File: config.mk
export PLATFORM = sky130hd
export DESIGN_NAME = premultiplied_pixel_alpha_blend
export DESIGN_NICKNAME = d
export VERILOG_FILES = /design/src/ppab_pkg.sv /design/src/premultiplied_pixel_alpha_blend.sv /design/src/ppab_unpremul.sv
export SDC_FILE = /design/constraint.sdc
export NUM_CORES = 1
export LEC_CHECK = 0
export ABC_AREA = 1
export BUFFER_PORTS_ARGS = -buffer_cell sky130_fd_sc_hd__buf_2
export CORE_MARGIN = 1.5
export CORE_UTILIZATION = 40
export DETAILED_ROUTE_END_ITERATION = 10
export PLACE_DENSITY_LB_ADDON = 0.05
export SLEW_MARGIN = 20
export SYNTH_ARGS = -nofsm -noshare
export SYNTH_HDL_FRONTEND = slang
export SYNTH_HIERARCHICAL = 1
export SYNTH_SLANG_ARGS = --single-unit
File: constraint.sdc
create_clock -name clk -period 5.09 [get_ports clk]
set_input_delay 0.2545 -clock clk [delete_from_list [all_inputs] [get_ports clk]]
set_output_delay 0.2545 -clock clk [all_outputs]
set_load 0.02 [all_outputs]
File: src/ppab_pkg.sv
// shared definitions for the premultiplied pixel alpha blend
// format codes, lane masks and the channel types used by the divider pipeline
package ppab_pkg;

    // pixel format codes held in the format register
    localparam logic [2:0] FMT_RGBA   = 3'd0;
    localparam logic [2:0] FMT_RGB32  = 3'd1;
    localparam logic [2:0] FMT_AYUV   = 3'd2;
    localparam logic [2:0] FMT_RGB24  = 3'd3;
    localparam logic [2:0] FMT_RGB565 = 3'd4;
    localparam logic [2:0] FMT_RGB555 = 3'd5;

    // packed lane masks
    localparam logic [31:0] MASK_RB    = 32'h00ff00ff;
    localparam logic [31:0] MASK_G     = 32'h0000ff00;
    localparam logic [15:0] MASK565_RB = 16'hf81f;
    localparam logic [15:0] MASK565_G  = 16'h07e0;
    localparam logic [15:0] MASK555_RB = 16'h7c1f;
    localparam logic [15:0] MASK555_G  = 16'h03e0;

    // colour channels and divider shape
    localparam int CHAN_W          = 8;
    localparam int NUM_CH          = 3;
    localparam int STEPS_PER_STAGE = 2;
    localparam int DIV_STAGES      = CHAN_W / STEPS_PER_STAGE;

    typedef logic [CHAN_W-1:0] chan_t;
    typedef chan_t [NUM_CH-1:0] chan_vec_t;

endpackage

File: src/premultiplied_pixel_alpha_blend.sv
// top level of the premultiplied pixel alpha blend
// blend datapath and format register; depends on ppab_pkg and ppab_unpremul
//
// Usage
//   A pixel pair (src_pixel, dst_pixel) is transferred at a rising edge with
//   start high and busy low. busy is always low: the pipeline takes a new
//   pixel in every cycle, so one pixel per clock is sustained.
//   The result (new_pixel, written) appears on its ports for one cycle with
//   done high, once the pixel has passed the input register and the divider
//   stages. The depth is set by the unpremultiply divider: eight quotient bits,
//   two per stage over four stages, after the input register. Blend modes use
//   one multiply stage and one add stage and travel alongside to keep a fixed
//   latency. The receiver cannot stall, so results are never held; nothing is
//   lost or repeated because the pipeline never stops. pixel_format must be
//   written with cfg_we/cfg_data only while the pipeline is empty; the block
//   does not enforce this. Each pixel carries the format it was accepted with.
//   Reset clears all valid bits, drops done and sets the format to rgb32.
module premultiplied_pixel_alpha_blend (
    input  logic        clk,
    input  logic        rst_n,
    input  logic        start,
    output logic        busy,
    input  logic [31:0] src_pixel,
    input  logic [31:0] dst_pixel,
    input  logic        cfg_we,
    input  logic [2:0]  cfg_data,
    output logic        done,
    output logic [31:0] new_pixel,
    output logic        written
);
    import ppab_pkg::*;

    // format register
    logic [2:0] fmt_reg;

    always_ff @(posedge clk or negedge rst_n)
    begin
        if (!rst_n)
            fmt_reg <= FMT_RGB32;
        else if (cfg_we)
            fmt_reg <= cfg_data;
    end

    assign busy = 1'b0;

    // valid bits
    logic valid1_reg, valid2_reg, valid3_reg, valid4_reg, done_reg;

    always_ff @(posedge clk or negedge rst_n)
    begin
        if (!rst_n)
        begin
            valid1_reg <= 1'b0;
            valid2_reg <= 1'b0;
            valid3_reg <= 1'b0;
            valid4_reg <= 1'b0;
            done_reg   <= 1'b0;
        end
        else
        begin
            valid1_reg <= start && !busy;
            valid2_reg <= valid1_reg;
            valid3_reg <= valid2_reg;
            valid4_reg <= valid3_reg;
            done_reg   <= valid4_reg;
        end
    end

    // stage 1: input register
    logic [31:0] s1_reg, d1_reg;
    logic [2:0]  fmt1_reg;

    always_ff @(posedge clk)
    begin
        s1_reg   <= src_pixel;
        d1_reg   <= dst_pixel;
        fmt1_reg <= fmt_reg;
    end

    // unpremultiply divider, four stages from stage 1
    chan_vec_t div_color;
    chan_vec_t div_quot;

    assign div_color = {s1_reg[23:16], s1_reg[15:8], s1_reg[7:0]};

    ppab_unpremul u_unpremul (
        .clk   (clk),
        .alpha (s1_reg[31:24]),
        .color (div_color),
        .quot  (div_quot)
    );

    // stage 2: byte products and 16-bit lane products
    logic [15:0] pb_next, pg_next, pr_next;
    logic [15:0] m_rb_next, m_g_next;
    logic [20:0] mrb_next, mg_next;

    always_comb
    begin
        pb_next = 16'(d1_reg[7:0])   * 16'(s1_reg[31:24]);
        pg_next = 16'(d1_reg[15:8])  * 16'(s1_reg[31:24]);
        pr_next = 16'(d1_reg[23:16]) * 16'(s1_reg[31:24]);
        if (fmt1_reg == FMT_RGB555)
        begin
            m_rb_next = MASK555_RB;
            m_g_next  = MASK555_G;
        end
        else
        begin
            m_rb_next = MASK565_RB;
            m_g_next  = MASK565_G;
        end
        mrb_next = 21'(d1_reg[15:0] & m_rb_next) * 21'(s1_reg[31:27]);
        mg_next  = 21'(d1_reg[15:0] & m_g_next)  * 21'(s1_reg[31:27]);
    end

    logic [31:0] s2_reg, d2_reg;
    logic [2:0]  fmt2_reg;
    logic [15:0] pb2_reg, pg2_reg, pr2_reg;
    logic [15:0] m_rb2_reg, m_g2_reg;
    logic [20:0] mrb2_reg, mg2_reg;

    always_ff @(posedge clk)
    begin
        s2_reg    <= s1_reg;
        d2_reg    <= d1_reg;
        fmt2_reg  <= fmt1_reg;
        pb2_reg   <= pb_next;
        pg2_reg   <= pg_next;
        pr2_reg   <= pr_next;
        m_rb2_reg <= m_rb_next;
        m_g2_reg  <= m_g_next;
        mrb2_reg  <= mrb_next;
        mg2_reg   <= mg_next;
    end

    // stage 3: lane sums and mode select
    logic [31:0] tbr, tg, rgb32_res;
    logic [15:0] p16, lo16;
    logic [31:0] res_next;
    logic        wr_next;
    logic        a_full, a5_full;

    always_comb
    begin
        a_full  = (s2_reg[31:24] == 8'hff);
        a5_full = (s2_reg[31:27] == 5'h1f);

        // packed 8-bit lanes for rgb32 and ayuv
        tbr = {8'h00, pr2_reg, 8'h00} + {24'h000000, pb2_reg[15:8]} + (s2_reg & MASK_RB);
        tg  = {16'h0000, pg2_reg} + (s2_reg & MASK_G);
        rgb32_res = (tbr & MASK_RB) | (tg & MASK_G);

        // source packed to 16 bits, then 5-bit alpha blend
        if (fmt2_reg == FMT_RGB555)
            p16 = {1'b0, s2_reg[23:19], s2_reg[15:11], s2_reg[7:3]};
        else
            p16 = {s2_reg[23:19], s2_reg[15:10], s2_reg[7:3]};
        lo16 = ((16'(mrb2_reg >> 5) + (p16 & m_rb2_reg)) & m_rb2_reg)
             | ((16'(mg2_reg >> 5)  + (p16 & m_g2_reg))  & m_g2_reg);

        res_next = d2_reg;
        wr_next  = 1'b0;
        case (fmt2_reg)
            FMT_RGBA:
            begin
                wr_next = !a_full;
            end
            FMT_RGB32:
            begin
                wr_next = !a_full;
                if (!a_full)
                    res_next = rgb32_res;
            end
            FMT_AYUV:
            begin
                wr_next = !a_full;
                if (!a_full)
                    res_next = {d2_reg[31:24], rgb32_res[23:0]};
            end
            FMT_RGB24:
            begin
                wr_next = !a_full;
                if (!a_full)
                    res_next = {d2_reg[31:24],
                                8'(pr2_reg[15:8] + s2_reg[23:16]),
                                8'(pg2_reg[15:8] + s2_reg[15:8]),
                                8'(pb2_reg[15:8] + s2_reg[7:0])};
            end
            FMT_RGB565, FMT_RGB555:
            begin
                wr_next = !a5_full;
                if (!a5_full)
                    res_next = {d2_reg[31:16], lo16};
            end
            default:
            begin
                wr_next = 1'b0;
            end
        endcase
    end

    logic [31:0] res3_reg;
    logic        wr3_reg;
    logic        rgba3_reg;
    logic [7:0]  atop3_reg;

    always_ff @(posedge clk)
    begin
        res3_reg  <= res_next;
        wr3_reg   <= wr_next;
        rgba3_reg <= (fmt2_reg == FMT_RGBA);
        atop3_reg <= ~s2_reg[31:24];
    end

    // stage 4: wait for the divider
    logic [31:0] res4_reg;
    logic        wr4_reg;
    logic        rgba4_reg;
    logic [7:0]  atop4_reg;

    always_ff @(posedge clk)
    begin
        res4_reg  <= res3_reg;
        wr4_reg   <= wr3_reg;
        rgba4_reg <= rgba3_reg;
        atop4_reg <= atop3_reg;
    end

    // stage 5: blend result lines up with the last divider stage
    logic [31:0] res5_reg;
    logic        wr5_reg;
    logic        rgba5_reg;
    logic [7:0]  atop5_reg;

    always_ff @(posedge clk)
    begin
        res5_reg  <= res4_reg;
        wr5_reg   <= wr4_reg;
        rgba5_reg <= rgba4_reg;
        atop5_reg <= atop4_reg;
    end

    // output: merge the unpremultiplied pixel
    logic [31:0] merged_pixel;
    logic        written_reg;

    always_comb
    begin
        if (rgba5_reg && wr5_reg)
            merged_pixel = {atop5_reg, div_quot[2], div_quot[1], div_quot[0]};
        else
            merged_pixel = res5_reg;
    end

    always_ff @(posedge clk or negedge rst_n)
    begin
        if (!rst_n)
            written_reg <= 1'b0;
        else
            written_reg <= valid4_reg && wr4_reg;
    end

    assign done      = done_reg;
    assign new_pixel = merged_pixel;
    assign written   = written_reg;

    // a result only follows a matching earlier transfer
    assert property (@(posedge clk) disable iff (!rst_n)
        done |-> $past(start && !busy, 5))
    else $error("result without a matching transfer");

    // an unwritten pixel passes the destination through unchanged
    assert property (@(posedge clk) disable iff (!rst_n)
        (done && !written) |-> (new_pixel == $past(dst_pixel, 5)))
    else $error("unwritten pixel differs from destination");

    // written never appears without its strobe
    assert property (@(posedge clk) disable iff (!rst_n)
        written |-> done && $past(valid4_reg && wr4_reg))
    else $error("written flag outside a result");

endmodule

File: src/ppab_unpremul.sv
// pipelined restoring divider that un-premultiplies three colour channels
// computes min(255, c*256/(256-a)) per channel; depends on ppab_pkg
module ppab_unpremul (
    input  logic                clk,
    input  ppab_pkg::chan_t     alpha,
    input  ppab_pkg::chan_vec_t color,
    output ppab_pkg::chan_vec_t quot
);
    import ppab_pkg::*;

    // per-stage partial remainder, quotient bits, divisor and saturation flags
    chan_vec_t           rem_reg [DIV_STAGES];
    chan_vec_t           q_reg   [DIV_STAGES];
    logic [CHAN_W:0]     bd_reg  [DIV_STAGES];
    logic [NUM_CH-1:0]   sat_reg [DIV_STAGES];

    for (genvar g = 0; g < DIV_STAGES; g++) begin : g_stage
        chan_vec_t         rem_in;
        chan_vec_t         q_in;
        logic [CHAN_W:0]   bd_in;
        logic [NUM_CH-1:0] sat_in;
        chan_vec_t         rem_next;
        chan_vec_t         q_next;

        if (g == 0) begin : g_first
            // divisor is 256 minus alpha; a channel at or above it saturates
            assign rem_in = color;
            assign q_in   = '0;
            assign bd_in  = (CHAN_W+1)'(1 << CHAN_W) - {1'b0, alpha};
            always_comb
            begin
                for (int ch = 0; ch < NUM_CH; ch++)
                begin
                    sat_in[ch] = ({1'b0, color[ch]} >= bd_in);
                end
            end
        end
        else begin : g_later
            assign rem_in = rem_reg[g-1];
            assign q_in   = q_reg[g-1];
            assign bd_in  = bd_reg[g-1];
            assign sat_in = sat_reg[g-1];
        end

        // shift-compare-subtract steps for this stage
        always_comb
        begin
            logic [CHAN_W:0] shifted;
            rem_next = rem_in;
            q_next   = q_in;
            for (int ch = 0; ch < NUM_CH; ch++)
            begin
                for (int st = 0; st < STEPS_PER_STAGE; st++)
                begin
                    shifted = {rem_next[ch], 1'b0};
                    if (shifted >= bd_in)
                    begin
                        rem_next[ch] = CHAN_W'(shifted - bd_in);
                        q_next[ch]   = {q_next[ch][CHAN_W-2:0], 1'b1};
                    end
                    else
                    begin
                        rem_next[ch] = shifted[CHAN_W-1:0];
                        q_next[ch]   = {q_next[ch][CHAN_W-2:0], 1'b0};
                    end
                end
            end
        end

        // stage register
        always_ff @(posedge clk)
        begin
            rem_reg[g] <= rem_next;
            q_reg[g]   <= q_next;
            bd_reg[g]  <= bd_in;
            sat_reg[g] <= sat_in;
        end
    end

    // saturate channels whose quotient would not fit a byte
    always_comb
    begin
        for (int ch = 0; ch < NUM_CH; ch++)
        begin
            quot[ch] = sat_reg[DIV_STAGES-1][ch] ? {CHAN_W{1'b1}}
                                                 : q_reg[DIV_STAGES-1][ch];
        end
    end

endmodule
Yosys cells after proc, flatten, opt, wreduce, memory -nomap -nowiden
Memories as Yosys holds them, arrays and structs flattened.
Cells that the tools add are included.
Widths: inputs -> output; s select.

operators by class
  add/subtract/negate cells = 33
  multiply operators = 5
  div/mod/pow operators = 0
  magnitude comparators = 27
  equal/unequal tests = 8
  shifts and indexed selects = 0
  multiplexer cells = 61
  bitwise logic cells = 9
  reduce and logical (&&, ||, !) cells = 7

operator list
  kind                 number
  $ge 9x9->1           24
  $mux 8               27
  $sub 8x8->8          24
  $pmux 32 s4          1
  $and 16x16->16       6
  $mux 32              2
  $add 16x16->16       3
  $mul 8x8->16         3
  $mux 16              3
  $mux 24              2
  $mul 16x5->21        2
  $ge 8x9->1           3
  $add 24x24->24       1
  $add 24x8->24        1
  $add 8x8->8          3
  $mux 1               24
  $or 24x16->24        1
  $or 16x16->16        1
  $mux 11              1
  $eq 3x3->1 const B   3
  $sub 9x8->9 const A  1
  $eq 8x8->1 const B   1
  $not 8->8            1
  $eq 3x2->1 const B   2
  8 further kinds      10

word-level totals
  register bits after elaboration = 391
  latch bits = 0
  RAM bits = 240
  memory bits (read-only) = 0
  memories kept = 4

memories
  name                depth  bits a word  rd ports  clocked after Yosys merged registers in  write ports  RTL line             text
  u_unpremul.q_reg    4      24           4         0                                        4            ppab_unpremul.sv:13  chan_vec_t q_reg [DIV_STAGES];
  u_unpremul.rem_reg  4      24           3         0                                        4            ppab_unpremul.sv:12  chan_vec_t rem_reg [DIV_STAGES];
  u_unpremul.bd_reg   4      9            3         0                                        4            ppab_unpremul.sv:14  logic [CHAN_W:0] bd_reg [DIV_STAGES];
  u_unpremul.sat_reg  4      3            4         0                                        4            ppab_unpremul.sv:15  logic [NUM_CH-1:0] sat_reg [DIV_STAGES];

Depth between registers and ports, before layout
Gate-level depths: netlist of run 1.

  word-level depth = 8
  depth in mapped cells = 32
  mapped depth without buffers = 31

By module
The synthesis of run 1 kept the hierarchy.

by module, submodules not included
  module                           instances  cells an instance  area an instance (sq um)  seq. area each (sq um)
  premultiplied_pixel_alpha_blend  1          2319               19140.9                   6552.5
  ppab_unpremul                    1          1852               13566.8                   3423.3

Worst setup path after synthesis of run 1
No wires, ideal clock.

  path kind = reg2reg
  start = register s1_reg[24]
  end = memory u_unpremul/rem_reg[0][14] (netlist bit)
  library setup time = 113 ps
  data arrival time = 4486 ps
  data required time = 4977 ps
  path slack = 491 ps
  cell stages (with the launch flop) = 27
  buffers on the path = 0
  clock period less this slack = 4599 ps
  cells stage by stage = dfxtp_1 > clkinv_1 > ha_1 > inv_1 > nor2_2 > nand2_1 > xor2_1 > ha_1 > or2_2 > nand2_2 > nor2_4 > o21bai_2 > nand2_1 > o21ai_0 > ha_1 > a21oi_1 > nand2_1 > a21oi_1 > nor2_1 > nor2_1 > inv_1 > nand3_1 > nor2_1 > nand2_2 > nand3_4 > nand2_1 > nand2_1

RTL lines
  item                    RTL line                               text
  start, declared         premultiplied_pixel_alpha_blend.sv:70  logic [31:0] s1_reg, d1_reg;
  start signal, assigned  premultiplied_pixel_alpha_blend.sv:75  s1_reg <= src_pixel;
  end, declared           ppab_unpremul.sv:12

Worst setup path after layout of run 1
  start = register s1_reg[31]
  end = register pr2_reg[13]

on the way
  cells in the longest elaborated chain, start to end = 1

RTL lines
  item                   RTL line                                text
  $mul 8x8->16           premultiplied_pixel_alpha_blend.sv:102  pr_next = 16'(d1_reg[23:16]) * 16'(s1_reg[31:24]);
  named net pr_next[13]  premultiplied_pixel_alpha_blend.sv:94   logic [15:0] pb_next, pg_next, pr_next;
  end signal, assigned   premultiplied_pixel_alpha_blend.sv:130  pr2_reg <= pr_next;
  end, declared          premultiplied_pixel_alpha_blend.sv:119  logic [15:0] pb2_reg, pg2_reg, pr2_reg;

The timed path passes the listed nets, and every way through them passes these cells.
A chain may end at the register's enable or synchronous reset.

==> flow_metrics.tcl, run 1 <==
set metrics [dict create \
    status "finished clean" \
    grt_max_degree 39 \
    grt_pass1_vias 25750 \
    min_period_over_period_pct 92.25 \
    antenna_found_initial 9 \
    via_per_inst 4.788 \
    avgSynthCellArea_um2 7.842 \
    vias 26400 \
    cts_hold_buffers 73 \
    yosysTopAreaCellShare_pct 29.81 \
    pwr-share-clk_pct 20.3 \
    critical_path.endpoint "pr2_reg[13]" \
    clkTransAtPathRegs_ns 0.06 \
    syn-num-nets 4778 \
    arrival_ns 5.27 \
    max_slew_margin_pct 37.35 \
    h-tree-depth 2 \
    sequentialPowerShare_pct 27.6 \
    hp-class "in -> async" \
    layout_common_cells "nand2_1 (912), inv_1 (714), dfxtp_1 (486)" \
    drc 0 \
    endpoint_kind "register" \
    hold_viol 0 \
    synth_ff_type "dfxtp_1" \
    crit_top_cell "fa_1" \
    synth_cell_types 62 \
    io_pins 106 \
    cp_cell_sequence "buf_4 -> nand2_1 -> inv_1 -> fa_1 -> fa_1 -> fa_1 -> inv_1 -> fa_1 -> inv_1 -> ha_1 -> a21o_1 -> a21oi_1 -> o21ai_0 -> a21oi_1 -> xor2_1" \
    maxCapViolations 0 \
    power_frac_comb_pct 52.2 \
    p_int_mw 11.59 \
    syn_inst 4171 \
    wl_per_cell_um 16.63 \
    clockBufferDepth 3 \
    synth_top_area_cell "dfxtp_1" \
    cts_resized 0 \
    max_freq_ghz 0.2130 \
    grt_use_total_pct 22.30 \
    coreArea_um2 80680 \
    switching_share_pct 42.97 \
    slowest_delay_ns 0.80 \
    synth_edf_count 0 \
    dr.pass1.iters 8 \
    layout_commonest_cell "nand2_1" \
    cpLargestDelayFamily "adder cells" \
    numCtsBuffers 56 \
    synth-seq-cells 496 \
    synth_area_um2 32710 \
    clock_skew_ns 0.03854 \
    ys_top_cells_by_area "dfxtp_1 (30%), ha_1 (15%), nand2_1 (10%), fa_1 (8.8%), inv_1 (8.2%)" \
    antenna_left 0 \
    path_depth 15 \
    yosysWarnings 6 \
    wirelength_um 91680 \
    timing.rr.start "s1_reg[31]" \
    grt_pass1_wl_um 144200 \
    power.density_nw_per_um2 542.5 \
    overflow 0 \
    crit_slowest_cell "dfxtp_1" \
    r2r_slack_ns 0.39 \
    worstMarginPinSlew_ns 0.9365 \
    cp-startpoint "s1_reg[31]" \
    die-width_um 289.0 \
    cts_setup_buffers 0 \
    async_reset_ff_share_pct 1.815 \
    tns_ns 0 \
    crit_type "reg -> reg" \
    multi_input_area_um2 19670 \
    clock-sinks 496 \
    power.leakage_nw 20.09 \
    fin_nets 5011 \
    die-area_um2 83490 \
    seqCellArea_um2 9977 \
    place_congestion 0.8820 \
    max-vdd-ir-drop_uv 302.1 \
    nFillCells 8166 \
    cts_tree "done" \
    start_kind "register" \
    rsz0062_at_grt "false" \
    fin_util_pct 46.45 \
    crit_fanout 14 \
    drtIter0Drc 1516 \
    hpwlAfterDp_um 73580 \
    rr_endpoint "pr2_reg[13]" \
    largest_register_ffs 72 \
    setup_viol 0 \
    die_h_um 289.0 \
    report.final.slew_viol_count 0 \
    insertion_delay_ns 0.64 \
    yosysSeqAreaShare_pct 30.50 \
    drive_gt1_share_pct 9.751 \
    initial_utilization_pct 40.54 \
    path_buf_inv 4 \
    ff2ff_path_depth 15 \
    cts_root_buf "clkbuf_16" \
    io_buffers 104 \
    cp.required_ns 5.66 \
    period_minus_slack_ns 4.696 \
    area_growth_syn_to_layout_pct 14.58 \
    switchingPower_mw 8.737 \
    core.rowCount 104 \
]
Yosys cell counts (12+ instances only):
master / instances
clkbuf_1: 46
o21ai_1: 14
fa_1: 144
mux2_2: 39
nand4_1: 55
nor3_1: 36
nand2_2: 25
xnor2_1: 70
inv_1: 714
nand3_1: 216
nor2_1: 249
xor2_1: 97
nand3_2: 13
dfxtp_1: 487
o21ai_0: 164
o21bai_1: 19
nand3b_1: 14
ha_1: 392
nand2_1: 913
a21o_1: 18
a21oi_1: 234
inv_2: 12
or2_2: 28
per-layer routing:
layer,vias to the layer above,GRT usage (%),wire length (um)
met4,0,4.922,1727
met1,11990,31.80,44980
met3,101,2.535,4231
li1,13780,-,-
met5,-,0,0
met2,533,36.09,40740
final cells by class:
cell class | count | area share (%)
multi-input combinational | 2871 | 52.47
sequential | 496 | 26.62
inverter | 729 | 7.301
timing repair buffer | 250 | 4.934
clock buffer | 71 | 4.103
tap | 1060 | 3.539
clock inverter | 34 | 1.008
antenna | 3 | 0.02003
through the flow:
step / setup WS, ns / instances / hold slack (ns) / area [um^2] / power [mW]
2_1_floorplan: 0.4906 / 4171 / -0.04109 / 32710 / 13.50
3_3_place_gp: 0.4410 / 5333 / 0.1322 / 34820 / 16.28
3_5_place_dp: 0.4293 / 5333 / 0.1327 / 34820 / 16.28
4_1_cts: 0.3986 / 5511 / 0.07797 / 37470 / 20.56
5_1_grt: 0.01839 / 5511 / 0.1154 / 37470 / 22.35
6_report: 0.3943 / 5514 / 0.1294 / 37480 / 20.33
worst min-delay path by stage:
stage                      from          to  slack (ns)
after floorplan           rst_n        done       -0.04
after global placement    rst_n  fmt_reg[2]        0.13
after detailed placement  rst_n  fmt_reg[1]        0.13
after CTS                 rst_n  fmt_reg[0]        0.08
after global routing      rst_n  fmt_reg[0]        0.12
final                     rst_n  fmt_reg[0]        0.13
power by group through the flow:
stage	clock network (mW)	logic (mW)	registers, mW
final	4.12	10.6	5.60
after global routing	4.41	12.2	5.70
after CTS	4.25	10.7	5.62
after detailed placement	0	10.6	5.70
after global placement	0	10.6	5.72
after floorplan	0	8.14	5.36
logic make-up after synthesis:
group | share of synthesized area, %
simple gates | 21.15
buf+inv | 9.384
fa+ha+maj | 23.81
compound gates | 9.280
flops | 30.50
xor+xnor | 4.522
mux | 1.343
other cells | 0.01147
(Power assumes the default switching activity.)
==> run 2, diff against run 1 <==
--- a/config.mk
+++ b/config.mk
@@ -5,12 +5,12 @@
 export SDC_FILE = /design/constraint.sdc
 export NUM_CORES = 1
 export LEC_CHECK = 0
-export ABC_AREA = 1
-export BUFFER_PORTS_ARGS = -buffer_cell sky130_fd_sc_hd__buf_2
+export BUFFER_PORTS_ARGS = -buffer_cell sky130_fd_sc_hd__clkbuf_2
 export CORE_MARGIN = 1.5
 export CORE_UTILIZATION = 40
 export DETAILED_ROUTE_END_ITERATION = 10
 export PLACE_DENSITY_LB_ADDON = 0.05
+export REMOVE_ABC_BUFFERS = 1
 export SLEW_MARGIN = 20
 export SYNTH_ARGS = -nofsm -noshare
 export SYNTH_HDL_FRONTEND = slang
==> run 2 against run 1 <==
Power rose by 1.3%. Worst setup slack got worse by 0.20 ns. Clock skew rose by 0.017 ns. Sequential share of layout area rose by 1.1 points. Core utilization rose by 0.97 points. Critical endpoint is now u_unpremul/rem_reg[0][19]. Clock power rose by 5%. Critical path type unchanged. Synthesized cell count fell by 25%. Cell area fell by 3.9%. Worst hold slack improved by 0.0077 ns.
==> flow_metrics.tcl, run 2 <==
set metrics [dict create \
    status "finished clean" \
    fin_util_pct 47.42 \
    die_h_um 279.9 \
    setup_viol 0 \
    endpoint_kind "register" \
    die-area_um2 78340 \
    grt_pass1_wl_um 131600 \
    coreArea_um2 75950 \
    grt_max_degree 40 \
    switchingPower_mw 7.857 \
    wirelength_um 83970 \
    cts_root_buf "clkbuf_16" \
    drc 0 \
    hold_viol 0 \
    wl_per_cell_um 18.60 \
    clock-sinks 496 \
    drtIter0Drc 1028 \
    vias 22540 \
    n_antenna_cell 0 \
    power.density_nw_per_um2 572.0 \
    worstMarginPinSlew_ns 1.044 \
    yosysSeqAreaShare_pct 32.53 \
    antenna_found_initial 2 \
    io_pins 106 \
    largest_register_ffs 72 \
    die-width_um 279.9 \
    max_slew_margin_pct 30.22 \
    start_kind "register" \
    synth_top_area_cell "dfxtp_1" \
    cts_tree "done" \
    hpwlAfterDp_um 67270 \
    clock_skew_ns 0.05531 \
    numCtsBuffers 55 \
    insertion_delay_ns 0.66 \
    grt_pass1_vias 23280 \
    maxCapViolations 0 \
    syn_inst 3142 \
    dr.pass1.iters 5 \
    antenna_left 0 \
    layout_commonest_cell "dfxtp_1" \
    fin_nets 4045 \
    synth.most_common_cell "dfxtp_1" \
    initial_utilization_pct 40.38 \
    async_reset_ff_share_pct 1.815 \
    ys_top_cells_by_area "dfxtp_1 (32%), ha_1 (16%), fa_1 (9.4%), mux2_2 (4.2%), inv_1 (4.1%)" \
    switching_share_pct 38.14 \
    core.rowCount 101 \
    synth-seq-cells 496 \
    synth_cell_types 103 \
    power.total_mw 20.60 \
    synth_ff_type "dfxtp_1" \
    layout_common_cells "dfxtp_1 (483), ha_1 (390), inv_1 (335)" \
    via_per_inst 4.993 \
    yosysWarnings 6 \
    synth_common_cells "dfxtp_1 (487), ha_1 (392), inv_1 (338), nand2_1 (176), and2_1 (162)" \
    h-tree-depth 2 \
    crit_type "reg -> reg" \
    drive_gt1_share_pct 15.93 \
    max-vdd-ir-drop_uv 284.4 \
    avgSynthCellArea_um2 9.761 \
    synth_area_um2 30670 \
    yosysTopAreaCellShare_pct 31.79 \
    clkTransAtPathRegs_ns 0.06 \
    power.leakage_nw 17.16 \
    hp-class "in -> async" \
    clockBufferDepth 3 \
    p_int_mw 12.74 \
    area_growth_syn_to_layout_pct 17.43 \
    period_minus_slack_ns 4.896 \
    max_freq_ghz 0.2043 \
    overflow 0 \
    crit_fanout 19 \
    report.final.slew_viol_count 0 \
    cp.required_ns 5.59 \
    place_congestion 0.8611 \
    grt_use_total_pct 21.67 \
    arrival_ns 5.40 \
    min_period_over_period_pct 96.18 \
    power_frac_comb_pct 51.9 \
    sequentialPowerShare_pct 27.1 \
    synth_edf_count 0 \
    pwr-share-clk_pct 20.9 \
    io_buffers 104 \
]
[run 2: worst paths after layout]
check	from	end	slack [ns]	depth (start not counted)
worst max-delay path	s1_reg[27]	u_unpremul/rem_reg[0][19]	0.19	19
worst min-delay path	rst_n	fmt_reg[0]	0.14	2
worst max register to register	s1_reg[27]	u_unpremul/rem_reg[0][19]	0.19	19
worst min register to register	res4_reg[15]	res5_reg[15]	0.30	0
max in group asynchronous	rst_n	valid3_reg	4.11	3
min in group clk	dst_pixel[2]	d1_reg[2]	0.23	2
[run 2: cell type report]
cell class,count,area (um^2)
Clock buffer,71,1526
Multi-Input combinational cell,2232,19180
Tap cell,1030,1289
Fill cell,7223,39930
Sequential cell,496,9983
Inverter,344,1291
Clock inverter,32,469.2
Timing Repair Buffer,309,2271
[run 2: timing repair]
item                                   CTS  global route
resized for setup                        2            58
pin swaps                                0             1
endpoints found under the hold margin   77             0
setup buffers                            0             2
hold buffers                            73             0
setup endpoints to repair                6            82
cloned                                   0             0
[run 2: metal layers]
metal / routed length (um) / vias to the layer above / GRT usage, % / part of all wire [%]
met1: 39970 / 10790 / 29.11 / 48
met2: 38890 / 367 / 36.46 / 46
met3: 2780 / 112 / 2.477 / 3.3
li1: - / 11270 / - / -
met4: 2330 / 0 / 6.473 / 2.8
met5: 0 / - / 0 / 0
[run 2: metrics by stage]
| stage | hold WS (ns) | setup TNS [ns] | instance area, um^2 | setup WS, ns | std cells |
|---|---|---|---|---|---|
| after CTS | 0.1004 | 0 | 35920 | 0.005056 | 4512 |
| after floorplan | -0.04109 | -4.657 | 30370 | -0.4660 | 3072 |
| after global placement | 0.1297 | 0 | 33190 | 0.09960 | 4336 |
| after global routing | 0.1219 | -0.01430 | 36010 | -0.01107 | 4514 |
| after detailed placement | 0.1360 | 0 | 33190 | 0.02452 | 4336 |
| final | 0.1371 | 0 | 36010 | 0.1942 | 4514 |
[run 2: power by group through the flow]
stage                     Sequential [mW]  Clock [mW]  Combinational [mW]
after floorplan                      5.40           0                7.94
after global placement               5.69           0                10.4
after detailed placement             5.69           0                10.5
after CTS                            5.62        4.45                10.7
after global routing                 5.70        4.61                12.1
final                                5.59        4.31                10.7
[run 2: cells by family after synthesis]
logic type | share of synthesized area, %
buffers and inverters | 5.189
other | 0.01223
xor gates and xnor gates | 5.850
DFF | 32.53
muxes | 4.822
and+or+nand+nor | 13.11
adders and majority gates | 25.80
AOI/OAI and AO/OA | 12.69
[run 2: critical path, stage by stage, from the launching register on]
cell and delay [ns]:
dfxtp_1 0.40, buf_12 0.20, or4_4 0.54, nor2_1 0.13
xnor3_1 0.24, or4_1 0.58, a21o_2 0.26, inv_2 0.12
nand2_1 0.07, o21ai_1 0.13, ha_1 0.28, o21a_1 0.20
o31a_1 0.11, o21ai_0 0.15, nand2b_1 0.10, a41o_1 0.21
o221ai_1 0.27, a31oi_2 0.17, a21oi_4 0.20, mux2_1 0.35
